<file path="src/rtl/core/tkst_pkg.sv">
// ----------------------------------------------------------------------------
// tkst_pkg
// Shared types and codes for the ranked score table: entry layout, item
// kinds, result status codes, sequencer states and the result record.
// ----------------------------------------------------------------------------
package tkst_pkg;

    // item kinds
    localparam logic [1:0] KIND_ADD   = 2'd0;
    localparam logic [1:0] KIND_READ  = 2'd1;
    localparam logic [1:0] KIND_CLEAR = 2'd2;

    // result status codes
    localparam logic [2:0] STAT_ADDED   = 3'd0;
    localparam logic [2:0] STAT_DROPPED = 3'd1;
    localparam logic [2:0] STAT_READ_OK = 3'd2;
    localparam logic [2:0] STAT_EMPTY   = 3'd3;
    localparam logic [2:0] STAT_CLEARED = 3'd4;

    typedef struct packed {
        logic [31:0] points;
        logic [63:0] tag;
    } tkst_entry_t;

    typedef enum logic [2:0] {
        ST_IDLE,
        ST_START,
        ST_PROBE,
        ST_SHIFT,
        ST_PLACE,
        ST_FETCH,
        ST_DONE
    } tkst_state_t;

    typedef struct packed {
        logic [2:0]  status;
        logic [6:0]  placed_rank;
        logic [31:0] points;
        logic [63:0] tag;
        logic [6:0]  entry_count;
    } tkst_result_t;

endpackage

</file>
<file path="src/rtl/core/tkst_seq.sv">
// ----------------------------------------------------------------------------
// tkst_seq
// Sequencer for the ranked table: captures an item, walks the store from the
// bottom with one shared points compare, shifts lower entries down one per
// cycle and places the new entry; also serves reads and clears.
// ----------------------------------------------------------------------------
module tkst_seq #(
    parameter int CAPACITY = 100,
    parameter int AW       = (CAPACITY > 1) ? $clog2(CAPACITY) : 1,
    parameter int CW       = $clog2(CAPACITY + 1)
) (
    input  logic                  clk,
    input  logic                  rst_n,
    input  logic                  start,
    input  logic [1:0]            kind,
    input  logic [31:0]           score_points,
    input  logic [63:0]           name_tag,
    input  logic [6:0]            read_rank,
    output logic                  idle,
    output logic                  ram_wr_en,
    output logic [AW-1:0]         ram_wr_addr,
    output tkst_pkg::tkst_entry_t ram_wr_data,
    output logic                  ram_rd_en,
    output logic [AW-1:0]         ram_rd_addr,
    input  tkst_pkg::tkst_entry_t ram_rd_data,
    output logic                  res_valid,
    output tkst_pkg::tkst_result_t res,
    input  logic                  res_take
);
    import tkst_pkg::*;

    localparam int XW = (CW > 7) ? CW : 7;

    tkst_state_t state_reg, state_next;
    logic [AW-1:0] idx_reg, idx_next;
    logic [CW-1:0] filled_reg, filled_next;
    logic [1:0]    kind_reg, kind_next;
    logic [31:0]   pts_reg, pts_next;
    logic [63:0]   tag_reg, tag_next;
    logic [6:0]    rank_reg, rank_next;
    logic [2:0]    status_reg, status_next;

    logic full;
    logic rank_ok;
    logic less;

    assign full    = (filled_reg == CW'(CAPACITY));
    assign rank_ok = (XW'(rank_reg) < XW'(filled_reg));
    // shared compare: stored entry strictly below the new points
    assign less    = (ram_rd_data.points < pts_reg);

    // next state
    always_comb
    begin
        state_next = state_reg;
        case (state_reg)
            ST_IDLE:
            begin
                if (start)
                begin
                    state_next = ST_START;
                end
            end
            ST_START:
            begin
                case (kind_reg)
                    KIND_ADD:
                    begin
                        if (full)
                        begin
                            state_next = ST_PROBE;
                        end
                        else if (filled_reg == '0)
                        begin
                            state_next = ST_PLACE;
                        end
                        else
                        begin
                            state_next = ST_SHIFT;
                        end
                    end
                    KIND_READ:
                    begin
                        state_next = rank_ok ? ST_FETCH : ST_DONE;
                    end
                    default:
                    begin
                        state_next = ST_DONE;
                    end
                endcase
            end
            ST_PROBE:
            begin
                if (!less)
                begin
                    state_next = ST_DONE;
                end
                else if (idx_reg == '0)
                begin
                    state_next = ST_PLACE;
                end
                else
                begin
                    state_next = ST_SHIFT;
                end
            end
            ST_SHIFT:
            begin
                if (less && (idx_reg > AW'(1)))
                begin
                    state_next = ST_SHIFT;
                end
                else
                begin
                    state_next = ST_PLACE;
                end
            end
            ST_PLACE:
            begin
                state_next = ST_DONE;
            end
            ST_FETCH:
            begin
                state_next = ST_DONE;
            end
            ST_DONE:
            begin
                if (res_take)
                begin
                    state_next = ST_IDLE;
                end
            end
            default:
            begin
                state_next = ST_IDLE;
            end
        endcase
    end

    // datapath control
    always_comb
    begin
        idx_next    = idx_reg;
        filled_next = filled_reg;
        kind_next   = kind_reg;
        pts_next    = pts_reg;
        tag_next    = tag_reg;
        rank_next   = rank_reg;
        status_next = status_reg;
        ram_wr_en   = 1'b0;
        ram_wr_addr = idx_reg;
        ram_wr_data = ram_rd_data;
        ram_rd_en   = 1'b0;
        ram_rd_addr = idx_reg - AW'(1);
        case (state_reg)
            ST_IDLE:
            begin
                if (start)
                begin
                    kind_next = kind;
                    pts_next  = score_points;
                    tag_next  = name_tag;
                    rank_next = read_rank;
                end
            end
            ST_START:
            begin
                case (kind_reg)
                    KIND_ADD:
                    begin
                        if (full)
                        begin
                            // look at the lowest entry first
                            ram_rd_en   = 1'b1;
                            ram_rd_addr = AW'(CAPACITY - 1);
                            idx_next    = AW'(CAPACITY - 1);
                        end
                        else
                        begin
                            idx_next = AW'(filled_reg);
                            if (filled_reg != '0)
                            begin
                                ram_rd_en   = 1'b1;
                                ram_rd_addr = AW'(filled_reg - CW'(1));
                            end
                        end
                    end
                    KIND_READ:
                    begin
                        if (rank_ok)
                        begin
                            ram_rd_en   = 1'b1;
                            ram_rd_addr = AW'(rank_reg);
                        end
                        else
                        begin
                            status_next = STAT_EMPTY;
                        end
                    end
                    KIND_CLEAR:
                    begin
                        filled_next = '0;
                        status_next = STAT_CLEARED;
                    end
                    default:
                    begin
                        status_next = STAT_EMPTY;
                    end
                endcase
            end
            ST_PROBE:
            begin
                if (!less)
                begin
                    status_next = STAT_DROPPED;
                end
                else if (idx_reg != '0)
                begin
                    ram_rd_en = 1'b1;
                end
            end
            ST_SHIFT:
            begin
                if (less)
                begin
                    // move the entry above down one rank
                    ram_wr_en = 1'b1;
                    idx_next  = idx_reg - AW'(1);
                    if (idx_reg > AW'(1))
                    begin
                        ram_rd_en   = 1'b1;
                        ram_rd_addr = idx_reg - AW'(2);
                    end
                end
            end
            ST_PLACE:
            begin
                ram_wr_en          = 1'b1;
                ram_wr_data.points = pts_reg;
                ram_wr_data.tag    = tag_reg;
                status_next        = STAT_ADDED;
                if (!full)
                begin
                    filled_next = filled_reg + CW'(1);
                end
            end
            ST_FETCH:
            begin
                pts_next    = ram_rd_data.points;
                tag_next    = ram_rd_data.tag;
                status_next = STAT_READ_OK;
            end
            ST_DONE:
            begin
            end
            default:
            begin
            end
        endcase
    end

    always_ff @(posedge clk or negedge rst_n)
    begin
        if (!rst_n)
        begin
            state_reg  <= ST_IDLE;
            filled_reg <= '0;
        end
        else
        begin
            state_reg  <= state_next;
            filled_reg <= filled_next;
        end
    end

    always_ff @(posedge clk)
    begin
        idx_reg    <= idx_next;
        kind_reg   <= kind_next;
        pts_reg    <= pts_next;
        tag_reg    <= tag_next;
        rank_reg   <= rank_next;
        status_reg <= status_next;
    end

    assign idle      = (state_reg == ST_IDLE);
    assign res_valid = (state_reg == ST_DONE);

    always_comb
    begin
        res.status      = status_reg;
        res.placed_rank = (status_reg == STAT_ADDED) ? 7'(idx_reg) : 7'd0;
        res.points      = (status_reg == STAT_READ_OK) ? pts_reg : 32'd0;
        res.tag         = (status_reg == STAT_READ_OK) ? tag_reg : 64'd0;
        res.entry_count = 7'(filled_reg);
    end

`ifndef SYNTH
    a_filled_bound: assert property (@(posedge clk) disable iff (!rst_n)
        filled_reg <= CW'(CAPACITY))
        else $error("entry count above capacity");

    a_port_clash: assert property (@(posedge clk) disable iff (!rst_n)
        (ram_wr_en && ram_rd_en) |-> (ram_wr_addr != ram_rd_addr))
        else $error("read and write hit the same entry");

    a_shift_idx: assert property (@(posedge clk) disable iff (!rst_n)
        (state_reg == ST_SHIFT) |-> (idx_reg != '0))
        else $error("shift step at top rank");

    a_place_grow: assert property (@(posedge clk) disable iff (!rst_n)
        (state_reg == ST_PLACE && !full) |=> (filled_reg == $past(filled_reg) + CW'(1)))
        else $error("placed entry not counted");
`endif

endmodule

</file>
<file path="config.mk">
export PLATFORM = sky130hd
export DESIGN_NAME = tkst_seq
export DESIGN_NICKNAME = d
export VERILOG_FILES = /design/src/rtl/core/tkst_pkg.sv /design/src/rtl/core/tkst_seq.sv
export SDC_FILE = /design/constraint.sdc
export NUM_CORES = 1
export LEC_CHECK = 0
export BUFFER_PORTS_ARGS = -buffer_cell sky130_fd_sc_hd__buf_2
export CORE_AREA = 2 2 167 169
export CTS_CLUSTER_SIZE = 25
export DETAILED_ROUTE_END_ITERATION = 10
export DIE_AREA = 0 0 169 171
export GPL_TIMING_DRIVEN = 0
export PLACE_DENSITY = 0.67
export SYNTH_ARGS = -nofsm -noshare
export SYNTH_HDL_FRONTEND = slang
export SYNTH_SLANG_ARGS = --single-unit
</file>
<file path="constraint.sdc">
create_clock -name clk -period 7.8 [get_ports clk]
set_clock_uncertainty 0.2 [all_clocks]
set_input_delay 0 -clock clk [delete_from_list [all_inputs] [get_ports clk]]
set_output_delay 0 -clock clk [all_outputs]
set_load 0.02 [all_outputs]
</file>
==> results of run 1 <==
## placed cells by master, fill, tap and decap left out, types with 5 or more instances in the layout
cell type / Yosys / layout
buf_2: 14 / 445
dlygate4sd3_1: 0 / 205
mux2_2: 194 / 194
edfxtp_1: 115 / 115
and2_1: 106 / 106
inv_1: 51 / 51
ha_1: 44 / 44
nand2_1: 44 / 43
nor2_1: 28 / 28
clkbuf_1: 23 / 25
o21ai_0: 23 / 23
a21oi_1: 23 / 23
clkbuf_16: 0 / 17
dfrtp_1: 10 / 10
buf_1: 9 / 9
xnor2_1: 9 / 9
nor3_1: 8 / 8
a31oi_1: 8 / 8
nor2b_1: 7 / 7
a211oi_1: 7 / 7
nand3_1: 7 / 7
nand4_1: 5 / 5
mux2i_1: 5 / 5
o22ai_1: 5 / 5
## cell usage after synthesis, types with 4 or more instances
library cell / count / area share, %
nand2_1: 44 / 1.8
buf_1: 9 / 0.37
xor2_1: 4 / 0.39
o211ai_1: 4 / 0.33
buf_2: 14 / 0.77
nor2b_1: 7 / 0.48
mux2i_1: 5 / 0.55
edfxtp_1: 115 / 38
nor4_1: 4 / 0.28
nor3b_1: 5 / 0.41
nor3_1: 8 / 0.44
xnor2_1: 9 / 0.87
a31oi_1: 8 / 0.55
a211oi_1: 7 / 0.58
dfrtp_1: 10 / 2.8
mux2_2: 194 / 24
nor2_1: 28 / 1.2
nand3_1: 7 / 0.39
nand4_1: 5 / 0.35
inv_1: 51 / 2.1
clkbuf_1: 23 / 0.95
and2_1: 106 / 7.3
o21ai_0: 23 / 1.3
nand2b_1: 4 / 0.28
o22ai_1: 5 / 0.35
a21oi_1: 23 / 1.3
ha_1: 44 / 6.1
## critical path, cell delays in order (launching register included)
cell and delay, ns:
dfrtp_1 0.40, clkbuf_1 0.22, nand2_1 0.42, buf_1 0.82, clkbuf_1 0.79, nand2_4 0.66, buf_16 0.43
## metrics by stage
stage	util (%)	cell area, µm²	cells	worst slack, ns	hold WS [ns]
floorplan	-	9060	817	3.63	-0.496
global placement	42.6	11700	1594	0.921	-0.326
detailed placement	42.8	11700	1595	3.46	-0.319
CTS	52.3	14300	1832	3.44	0.0603
global route	52.3	14300	1835	3.31	0.0837
finish	52.3	14300	1835	3.50	0.0861
## worst max path at each step
stage / startpoint / end / slack, ns / depth (start not counted)
3_3_place_gp: state_reg[0] / pts_reg[23] / 0.92 / 5
2_1_floorplan: state_reg[0] / pts_reg[0] / 3.63 / 5
5_1_grt: state_reg[0] / tag_reg[52] / 3.31 / 6
3_5_place_dp: state_reg[0] / tag_reg[49] / 3.46 / 6
6_report: state_reg[0] / pts_reg[31] / 3.50 / 6
4_1_cts: state_reg[0] / pts_reg[31] / 3.44 / 6
## logic make-up after synthesis
family / count (synthesis) / synth area share, %
AOI/OAI and AO/OA: 101 / 7.86
xor gates and xnor gates: 13 / 1.26
adders and majority gates: 44 / 6.08
buffers and inverters: 97 / 4.21
DFF: 125 / 40.9
muxes: 202 / 25.1
and+or+nand+nor: 235 / 14.6
## power by group
| group | internal [µW] | total (µW) | switching, µW |
|---|---|---|---|
| Combinational | 980 | 2410 | 1430 |
| Clock | 440 | 768 | 328 |
| Sequential | 989 | 1100 | 116 |
| Total | 2410 | 4280 | 1870 |
## layout make-up
cell class | instances | share of cell area, %
clock buffers | 19 | 3.03
flip-flops and latches | 125 | 25.9
multi-input cells | 595 | 34.9
diodes | 3 | 0.0525
inverters | 51 | 1.34
well taps | 346 | 3.03
clock inverters | 13 | 0.822
plain buffers | 46 | 1.33
repair buffers | 637 | 29.6
## timing repair
| item | CTS | global route |
|---|---|---|
| setup buffers | 0 | 0 |
| endpoints found under the hold margin | 118 | 0 |
| hold buffers | 205 | 0 |
## layer usage
layer,up-vias,wire length (µm),global-route usage (%)
li1,4308,-,-
met2,377,17500,40.4
met1,4366,15100,29.9
met5,-,0,0
met3,39,1980,3.75
met4,0,625,7.06
==> summary.txt, run 1 <==
Global route
  – First-pass GRT wire length: 51.6 mm
  – Antenna violations before repair: 4
  – Pin count of the biggest net entering global routing: 52
  – Via count of the first global-routing pass: 9,106
  – Overall overflow remaining after global route: 0
  – All-layer global routing usage: 23.3%

Setup path
  – Largest fanout on the critical path: 51
  – Capture instance of the worst register-to-register path: pts_reg[31]
  – Depth of the most critical reg-to-reg path: 6
  – Worst reg2reg startpoint: state_reg[0]
  – Kind of critical path: reg -> reg
  – Register-to-register path setup slack: 3.50 ns
  – Critical path arrival: 4.23 ns
  – Req. time, crit path: 7.73 ns
  – Category of the worst setup path capture point: register
  – Kind of launch point of the worst setup path: register

CTS
  – CTS clock-pin slew for the worst setup and hold paths: 0.07 ns
  – H-tree levels: 4
  – TritonCTS clock tree: yes
  – Clock tree root driver cell: clkbuf_16
  – Sink count of the clock tree: 125
  – Number of buffers added by the clock tree synthesis step: 17
  – Post-CTS sizing: 0
  – Maximum number of buffers from clock root to sink: 2
  – Worst skew pair latency: 0.42 ns

Layout
  – Growth of design area from synthesis to finish: 57.8%
  – Share of post-route cells with drive strength above 1: 46.3%
  – Area of combinational cells with multiple inputs: 0.00499 mm²
  – Register area: 0.00370 mm²
  – Number of fill cells: 2,453
  – Nets: 1,722
  – Number of flip-flops under the largest register name: 64

Status
  – Outcome: finished clean

Timing
  – Setup TNS: 0 ns
  – Highest achievable clock rate: 0.232 GHz
  – Worst slew slack as a fraction of its limit: 31.0%
  – Time the worst path needs with I/O delays and setup: 4.30 ns
  – Final clock period utilization by the worst path: 55.2%
  – Setup repair after global routing missed its margin: false
  – Number of max-slew violations in the final report: 0
  – Final setup violating endpoints: 0
  – Number of failing hold endpoints at the final stage: 0
  – Measured slew at the worst slew-check pin: 1.03 ns

Logic synthesis
  – Avg Inst Size Synth: 11.1 µm²
  – Count of yosys warnings during synthesis: 0
  – Yosys reg bits: 125
  – Ys flop type: edfxtp_1
  – Number of distinct library cells after synthesis: 64
  – Synthesized netlist net count: 1,066
  – Number of synthesized flops with an enable pin: 115
  – Gate count of the mapped netlist: 817
  – Post-Synthesis Cell Area: 0.00906 mm²
  – Async SR Flop Fraction: 8.00%
  – Sequential fraction of the synthesis area: 40.9%

Power
  – Worst VDD drop: 187 µV
  – Areal power density over the cells: 299 mW/mm²
  – Post-route total power: 4280 µW
  – Leak Pwr: 0.00649 µW

Die
  – Total number of placement rows: 61
  – CORE AREA: 0.0273 mm²
  – Initial standard-cell utilization of the core: 33.2%
  – Die Y-Extent: 171 µm
  – Overall die width: 169 µm
  – Area of the die: 0.0289 mm²
  – IO Count: 432

Route
  – DRC violation count after routing: 0
  – Number of search-and-repair iterations in the first detailed-routing pass: 5
  – Routed vias: 9,090
  – Final routed wirelength across all metal layers: 35.2 mm
  – Routed wire length per instance: 19.2 µm
  – Residual antenna-violating net count after detailed routing: 0
  – Number of vias per cell after detailed routing: 4.95
  – First DRT Iteration DRCs: 603

Min path
  – Min-Delay Endpoint: rank_reg[2]
  – Critical hold path startpoint: read_rank[2]
  – Path type of the worst min-delay path: in -> reg
  – Worst hold path stage count: 2

Place
  – HPWL reported at the end of detailed placement: 25.1 mm
  – Placer Congestion: 0.886
  – Total of buffers placed on input and output ports: 431

Run
  – Number of max-cap violations: 0
Power figures use the tool's default switching activity.
==> inputs of run 2 (changes only) <==
--- a/config.mk
+++ b/config.mk
@@ -6,12 +6,12 @@
 export NUM_CORES = 1
 export LEC_CHECK = 0
 export BUFFER_PORTS_ARGS = -buffer_cell sky130_fd_sc_hd__buf_2
-export CORE_AREA = 2 2 167 169
+export CORE_AREA = 2 2 168 170
 export CTS_CLUSTER_SIZE = 25
 export DETAILED_ROUTE_END_ITERATION = 10
-export DIE_AREA = 0 0 169 171
+export DIE_AREA = 0 0 170 172
 export GPL_TIMING_DRIVEN = 0
-export PLACE_DENSITY = 0.67
+export PLACE_DENSITY = 0.66
 export SYNTH_ARGS = -nofsm -noshare
 export SYNTH_HDL_FRONTEND = slang
 export SYNTH_SLANG_ARGS = --single-unit
==> constraint.sdc (replaced) <==
create_clock -name clk -period 4.2 [get_ports clk]
set_clock_uncertainty 0.2 [all_clocks]
set_input_delay 0 -clock clk [delete_from_list [all_inputs] [get_ports clk]]
set_output_delay 0 -clock clk [all_outputs]
set_load 0.02 [all_outputs]
==> run 2 against run 1 <==
Effect of this change: final cell count is 0.16% lower; via count is 0.35% higher; worst setup slack got worse by 3.2 ns; register-to-register slack got worse by 3.2 ns; fmax up 11%; sequential share of layout area shrank 0.061 points; largest cell class unchanged.
==> summary.txt, run 2 (synthesis results as in run 1) <==
Route
  – Number of vias per cell after detailed routing: 4.98 (+0.52%)
  – Routed vias: 9,122 (+0.35%)
  – Residual antenna-violating net count after detailed routing: 0 (unchanged)
  – Final routed wirelength across all metal layers: 35.2 mm (about the same)
  – Number of search-and-repair iterations in the first detailed-routing pass: 4 (-1)
  – DRC violation count after routing: 0 (unchanged)
  – Routed wire length per instance: 19.2 µm (+0.12%)
  – First DRT Iteration DRCs: 594 (-1.5%)

Place
  – Post-place instance area: 0.0117 mm² (about the same)
  – Placer Congestion: 0.893 (+0.76%)
  – Worst slack at placement: 0.154 ns (-3.31 ns)
  – DP Cell Count: 1,595 (unchanged)
  – Total of buffers placed on input and output ports: 431 (unchanged)
  – HPWL reported at the end of detailed placement: 25.6 mm (+2.0%)

Global route
  – All-layer global routing usage: 22.8% (-0.48 points)
  – Pin count of the biggest net entering global routing: 67 (+29%)
  – First-pass GRT wire length: 50.6 mm (-1.9%)
  – Overall overflow remaining after global route: 0 (unchanged)
  – Via count of the first global-routing pass: 9,009 (-1.1%)
  – Antenna violations before repair: 2 (-2)

Power
  – Worst VDD drop: 328 µV (+76%)
  – Leak Pwr: 0.00652 µW (+0.52%)
  – Areal power density over the cells: 562 mW/mm² (+88%)

Timing
  – Setup repair after global routing missed its margin: false
  – Measured slew at the worst slew-check pin: 1.08 ns (+0.0443 ns)
  – Number of failing hold endpoints at the final stage: 0 (unchanged)
  – Final setup violating endpoints: 0 (unchanged)
  – Highest achievable clock rate: 0.259 GHz (+11%)
  – Worst slew slack as a fraction of its limit: 28.1% (-3.0 points)
  – Final clock period utilization by the worst path: 92.1% (+37 points)
  – Number of max-slew violations in the final report: 0 (unchanged)
  – Setup TNS: 0 ns (unchanged)
  – Time the worst path needs with I/O delays and setup: 3.87 ns (-0.438 ns)
  – Setup WS post-layout: 0.333 ns (-3.16 ns)

Layout
  – Most frequent standard cell in the layout excluding fill and tap cells: buf_2
  – Growth of design area from synthesis to finish: 58.2%
  – Share of post-route cells with drive strength above 1: 46.3% (unchanged)
  – Antenna Cells: 0 (-3)
  – Register area: 0.00370 mm² (unchanged)
  – Area of combinational cells with multiple inputs: 0.00498 mm² (-0.10%)
  – Nets: 1,722 (unchanged)
  – Final instance area: 0.0143 mm² (+0.24%)
  – Cell Count, Final, Fillers Out: 1,832 (-0.16%)
  – Number of fill cells: 2,434 (-0.77%)
  – Most frequent cells in the layout: 445 x buf_2, 205 x dlygate4sd3_1, 194 x mux2_2, 115 x edfxtp_1, 106 x and2_1
  – Number of flip-flops under the largest register name: 64 (unchanged)
  – Finished Core Util: 52.2% (-0.17 points)

CTS
  – Worst skew pair latency: 0.42 ns (about the same)
  – Sink count of the clock tree: 125 (unchanged)
  – TritonCTS clock tree: yes
  – Maximum number of buffers from clock root to sink: 2 (unchanged)
  – Number of buffers added by the clock tree synthesis step: 17 (unchanged)
  – Clock tree root driver cell: clkbuf_16
  – CTS clock-pin slew for the worst setup and hold paths: 0.07 ns (about the same)
  – H-tree levels: 4 (unchanged)
  – Post-CTS Setup Bufs: 0 (unchanged)

Die
  – Area of the die: 0.0292 mm² (+1.2%)
  – Die Y-Extent: 172 µm (+0.58%)
  – CORE AREA: 0.0275 mm² (+0.56%)
  – Total number of placement rows: 61 (unchanged)
  – IO Count: 432 (unchanged)
  – Overall die width: 170 µm (+0.59%)
  – Initial standard-cell utilization of the core: 33.0% (-0.18 points)

Setup path
  – Kind of launch point of the worst setup path: register
  – Critical path arrival: 3.78 ns (-0.45 ns)
  – Category of the worst setup path capture point: register
  – Largest fanout on the critical path: 66 (+29%)
  – Critical Path, Cell by Cell: clkbuf_1 -> nand2_1 -> buf_1 -> clkdlybuf4s15_1 -> nand2_4 -> buf_16
  – Register-to-register path setup slack: 0.33 ns (-3.16 ns)
  – Kind of critical path: reg -> reg
  – Cell with the largest stage delay on the worst path: clkdlybuf4s15_1
  – Crit-path max cell delay: 0.76 ns (-0.06 ns)
  – Req. time, crit path: 4.11 ns (-3.62 ns)

Status
  – Outcome: finished clean

Run
  – Number of max-cap violations: 0 (unchanged)

Min path
  – Path type of the worst min-delay path: in -> reg
run 2: changes by cell type in the layout (fill, tap and decap cells not counted), sizes merged:
cell,change
bufinv,+1
clkbuf,-1
clkdlybuf4s15,+1
clkinv,+1
clkinvlp,-4
diode,-3
inv,+2
run 2: worst max-delay path, delay by kind of cell, from the launching register on:
family	cells	cell delay [ns]
simple gates	2	0.96
flops	1	0.39
buf+inv	4	1.90
run 2: area by class of cell:
cell class	instances	share of cell area, %
plain buffers	46	1.37
clock buffers	19	3.02
clock inverters	13	1.10
inverters	51	1.34
multi-input cells	595	34.8
flip-flops and latches	125	25.8
well taps	346	3.02
repair buffers	637	29.6
run 2: per-layer routing:
layer	track usage, %	vias to the layer above	wire length, µm
li1	-	4290	-
met5	0	-	25
met2	38.9	413	17000
met3	5.58	74	2480
met4	8.18	4	1040
met1	28.2	4341	14600
run 2: power breakdown:
part / total (µW) / switching (µW) / leakage [µW] / internal (µW)
combinational: 4480 / 2660 / 0.00504 / 1820
clock: 1540 / 647 / 0.000290 / 892
sequential: 2040 / 203 / 0.00119 / 1830
total: 8060 / 3510 / 0.00652 / 4550
run 2: path summary, 6_finish.rpt:
path / from / end / cells after the start
max: state_reg[0] / pts_reg[1] / 6
min: read_rank[0] / rank_reg[0] / 2
max reg2reg: state_reg[0] / pts_reg[1] / 6
min reg2reg: filled_reg[0] / filled_reg[0] / 1
max in group asynchronous: rst_n / state_reg[1] / 3
min in group asynchronous: rst_n / filled_reg[3] / 3
run 2: stage by stage:
step | total power [µW] | hold WS (ns)
3_3_place_gp | 6190 | -0.320
2_1_floorplan | 4770 | -0.496
3_5_place_dp | 6190 | -0.319
4_1_cts | 8060 | 0.0665
5_1_grt | 8490 | 0.0722
6_report | 8060 | 0.0811
run 2: repair_timing:
item,4_1_cts,5_1_grt
setup endpoints to repair,0,46
gates resized for setup,0,2
hold buffers,205,0
endpoints found under the hold margin,118,0
==> inputs of run 3 (changes only) <==
--- a/config.mk
+++ b/config.mk
@@ -6,12 +6,12 @@
 export NUM_CORES = 1
 export LEC_CHECK = 0
 export BUFFER_PORTS_ARGS = -buffer_cell sky130_fd_sc_hd__buf_2
-export CORE_AREA = 2 2 168 170
+export CORE_AREA = 2 2 167 169
 export CTS_CLUSTER_SIZE = 25
 export DETAILED_ROUTE_END_ITERATION = 10
-export DIE_AREA = 0 0 170 172
+export DIE_AREA = 0 0 169 171
 export GPL_TIMING_DRIVEN = 0
-export PLACE_DENSITY = 0.66
+export PLACE_DENSITY = 0.69
 export SYNTH_ARGS = -nofsm -noshare
 export SYNTH_HDL_FRONTEND = slang
 export SYNTH_SLANG_ARGS = --single-unit
==> constraint.sdc (replaced) <==
create_clock -name clk -period 3.18 [get_ports clk]
set_clock_uncertainty 0.2 [all_clocks]
set_input_delay 0 -clock clk [delete_from_list [all_inputs] [get_ports clk]]
set_output_delay 0 -clock clk [all_outputs]
set_load 0.02 [all_outputs]
==> run 3 against run 2 <==
Effect of this change: the run now ends with setup timing left; final cell count increased by 0.71%; first-iteration DRC count is 14% lower; global-route usage is 1.1 points higher; routed wire length up 3.0%; combinational power up 36%; clock power is 25% higher; critical path depth grew 4; die area decreased by 1.2%; utilization rose by 1.3 points; via count grew 1.2%.
==> summary.txt, run 3 (synthesis results as in run 1) <==
Status
  – Outcome: complete, but fails checks
  – Failing checks: setup timing

Timing
  – Highest achievable clock rate: 0.295 GHz
  – Setup repair after global routing missed its margin: true
  – Final setup violating endpoints: 7 (+7)
  – Setup TNS: -0.801 ns (-0.801 ns)
  – Number of failing hold endpoints at the final stage: 0 (unchanged)
  – Worst slew slack as a fraction of its limit: 39.2% (+11 points)
  – Number of max-slew violations in the final report: 0 (unchanged)
  – Measured slew at the worst slew-check pin: 0.904 ns (-0.174 ns)
  – Setup WS post-layout: -0.207 ns (-0.541 ns)
  – Time the worst path needs with I/O delays and setup: 3.39 ns
  – Final clock period utilization by the worst path: 107%

Die
  – Total number of placement rows: 61 (unchanged)
  – Area of the die: 0.0289 mm² (-1.2%)
  – Initial standard-cell utilization of the core: 33.2% (+0.18 points)
  – CORE AREA: 0.0273 mm² (-0.56%)
  – Die Y-Extent: 171 µm (-0.58%)
  – Overall die width: 169 µm (-0.59%)
  – IO Count: 432 (unchanged)

Min path
  – Critical hold path startpoint: read_rank[1]
  – Worst hold path stage count: 2 (unchanged)
  – Min-Delay Endpoint: rank_reg[1]
  – Path type of the worst min-delay path: in -> reg

Power
  – Internal power summed over all cells: 6040 µW (+33%)
  – Proportion of power drawn by combinational gates: 56.7% (+1.1 points)
  – Worst VDD drop: 461 µV (+40%)
  – Reg power frac: 25.3% (about the same)
  – Switching share of power: 43.9% (+0.33 points)
  – Clock network fraction of design power: 17.9% (-1.2 points)
  – Psw: 4720 µW (+35%)
  – Leak Pwr: 0.00663 µW (+1.6%)
  – Areal power density over the cells: 737 mW/mm² (+31%)

Setup path
  – Register-to-register path setup slack: 0.14 ns (-0.19 ns)
  – Category of the worst setup path capture point: output pin
  – Crit-path max cell delay: 0.39 ns (-0.37 ns)
  – Critical Path, Cell by Cell: inv_2 -> ha_4 -> a21o_1 -> a221o_1 -> a221oi_4 -> a21boi_4 -> buf_4 -> mux2_4 -> a211oi_4 -> buf_6
  – Largest fanout on the critical path: 3 (-95%)
  – Kind of launch point of the worst setup path: register
  – Worst reg2reg startpoint: pts_reg[25]
  – Critical path arrival: 3.19 ns (-0.59 ns)
  – Cell with the largest stage delay on the worst path: edfxtp_1
  – Kind of critical path: reg -> out
  – Req. time, crit path: 2.98 ns (-1.13 ns)
  – Depth of the most critical reg-to-reg path: 10 (+4)
  – Capture instance of the worst register-to-register path: ram_wr_addr[2]

Run
  – Number of max-cap violations: 0 (unchanged)

Place
  – Post-place instance area: 0.0117 mm² (-0.24%)
  – HPWL reported at the end of detailed placement: 24.7 mm (-3.6%)
  – DP Cell Count: 1,594 (-0.063%)
  – Placer Congestion: 0.895 (+0.20%)
  – Total of buffers placed on input and output ports: 431 (unchanged)

Global route
  – Overall overflow remaining after global route: 0 (unchanged)
  – First-pass GRT wire length: 53.0 mm (+4.7%)
  – Antenna violations before repair: 0 (-2)
  – Pin count of the biggest net entering global routing: 49 (-27%)
  – All-layer global routing usage: 23.9% (+1.1 points)
  – Via count of the first global-routing pass: 9,428 (+4.7%)

Layout
  – Cell Count, Final, Fillers Out: 1,845 (+0.71%)
  – Finished Core Util: 53.5% (+1.3 points)
  – Nets: 1,734 (+0.70%)
  – Most frequent standard cell in the layout excluding fill and tap cells: buf_2
  – Final instance area: 0.0146 mm² (+1.9%)
  – Share of post-route cells with drive strength above 1: 48.6% (+2.3 points)
  – Most frequent cells in the layout: 438 x buf_2, 205 x dlygate4sd3_1, 192 x mux2_2, 115 x edfxtp_1, 105 x and2_1
  – Growth of design area from synthesis to finish: 61.2%
  – Number of flip-flops under the largest register name: 64 (unchanged)

Route
  – Residual antenna-violating net count after detailed routing: 0 (unchanged)
  – Number of search-and-repair iterations in the first detailed-routing pass: 5 (+1)
  – DRC violation count after routing: 0 (unchanged)
  – Routed wire length per instance: 19.6 µm (+2.2%)
  – Routed vias: 9,236 (+1.2%)
  – Number of vias per cell after detailed routing: 5.01 (+0.54%)
  – First DRT Iteration DRCs: 513 (-14%)
  – Final routed wirelength across all metal layers: 36.2 mm (+3.0%)

CTS
  – H-tree levels: 4 (unchanged)
  – CTS clock-pin slew for the worst setup and hold paths: 0.06 ns (about the same)
  – Worst skew pair latency: 0.42 ns (about the same)
  – Sink count of the clock tree: 125 (unchanged)
  – Number of buffers added by the clock tree synthesis step: 17 (unchanged)
  – TritonCTS clock tree: yes
  – Clock tree root driver cell: clkbuf_16
  – Maximum number of buffers from clock root to sink: 2 (unchanged)
## run 3: power groups by stage
stage	Sequential, µW	Clock (µW)	Combinational (µW)
6_report	2730	1930	6110
5_1_grt	2770	2050	6550
4_1_cts	2700	1980	5940
3_5_place_dp	2730	0	5400
3_3_place_gp	2710	0	5380
2_1_floorplan	2680	0	3600
## run 3: layout make-up
cell class                 count  area [µm²]
multi-input combinational    598        5170
clock buffer                  20         447
tap                          346         433
antenna                        1        2.50
buffer                        42         193
timing repair buffer         650        4350
fill                        2352       12700
clock inverter                12         115
inverter                      51         191
sequential                   125        3710
## run 3: critical path: cells and delay by family (launching register included)
family | cells | cell delay [ns]
AOI/OAI and AO/OA | 5 | 1.49
DFF | 1 | 0.39
buffers and inverters | 3 | 0.39
muxes | 1 | 0.30
adders and majority gates | 1 | 0.20
## run 3: worst max-delay path by stage
stage / start / to / slack, ns / cells after the start
5_1_grt: pts_reg[25] / ram_rd_addr[4] / -0.30 / 9
6_report: pts_reg[25] / ram_rd_addr[6] / -0.21 / 10
3_3_place_gp: state_reg[0] / tag_reg[29] / -1.43 / 5
2_1_floorplan: ram_wr_addr[2] / ram_rd_addr[4] / 0.31 / 10
4_1_cts: pts_reg[25] / ram_rd_addr[6] / -0.23 / 10
3_5_place_dp: state_reg[0] / tag_reg[59] / -1.45 / 5
## run 3: per-layer routing
metal / up-vias / global-route usage (%) / part of all wire (%)
met1: 4439 / 29.3 / 42
met5: - / 0 / 0
met3: 61 / 5.64 / 6.5
met2: 420 / 42.1 / 50
met4: 0 / 6.47 / 2.0
li1: 4316 / - / -
## run 3: through the flow
step | total power [µW] | hold slack, ns | setup slack (ns)
detailed placement | 8130 | -0.316 | -1.45
global route | 11400 | 0.0835 | -0.297
floorplan | 6280 | -0.496 | 0.312
finish | 10800 | 0.0931 | -0.207
CTS | 10600 | 0.0739 | -0.228
global placement | 8090 | -0.322 | -1.43
## run 3: what timing repair did
| action | 4_1_cts | 5_1_grt |
|---|---|---|
| endpoints found under the setup margin | 247 | 129 |
| hold buffers | 205 | 0 |
| cloned | 2 | 1 |
| buffers inserted | 6 | 8 |
| resized for setup | 29 | 25 |
| pin swaps | 8 | 11 |
| endpoints found under the hold margin | 118 | 0 |
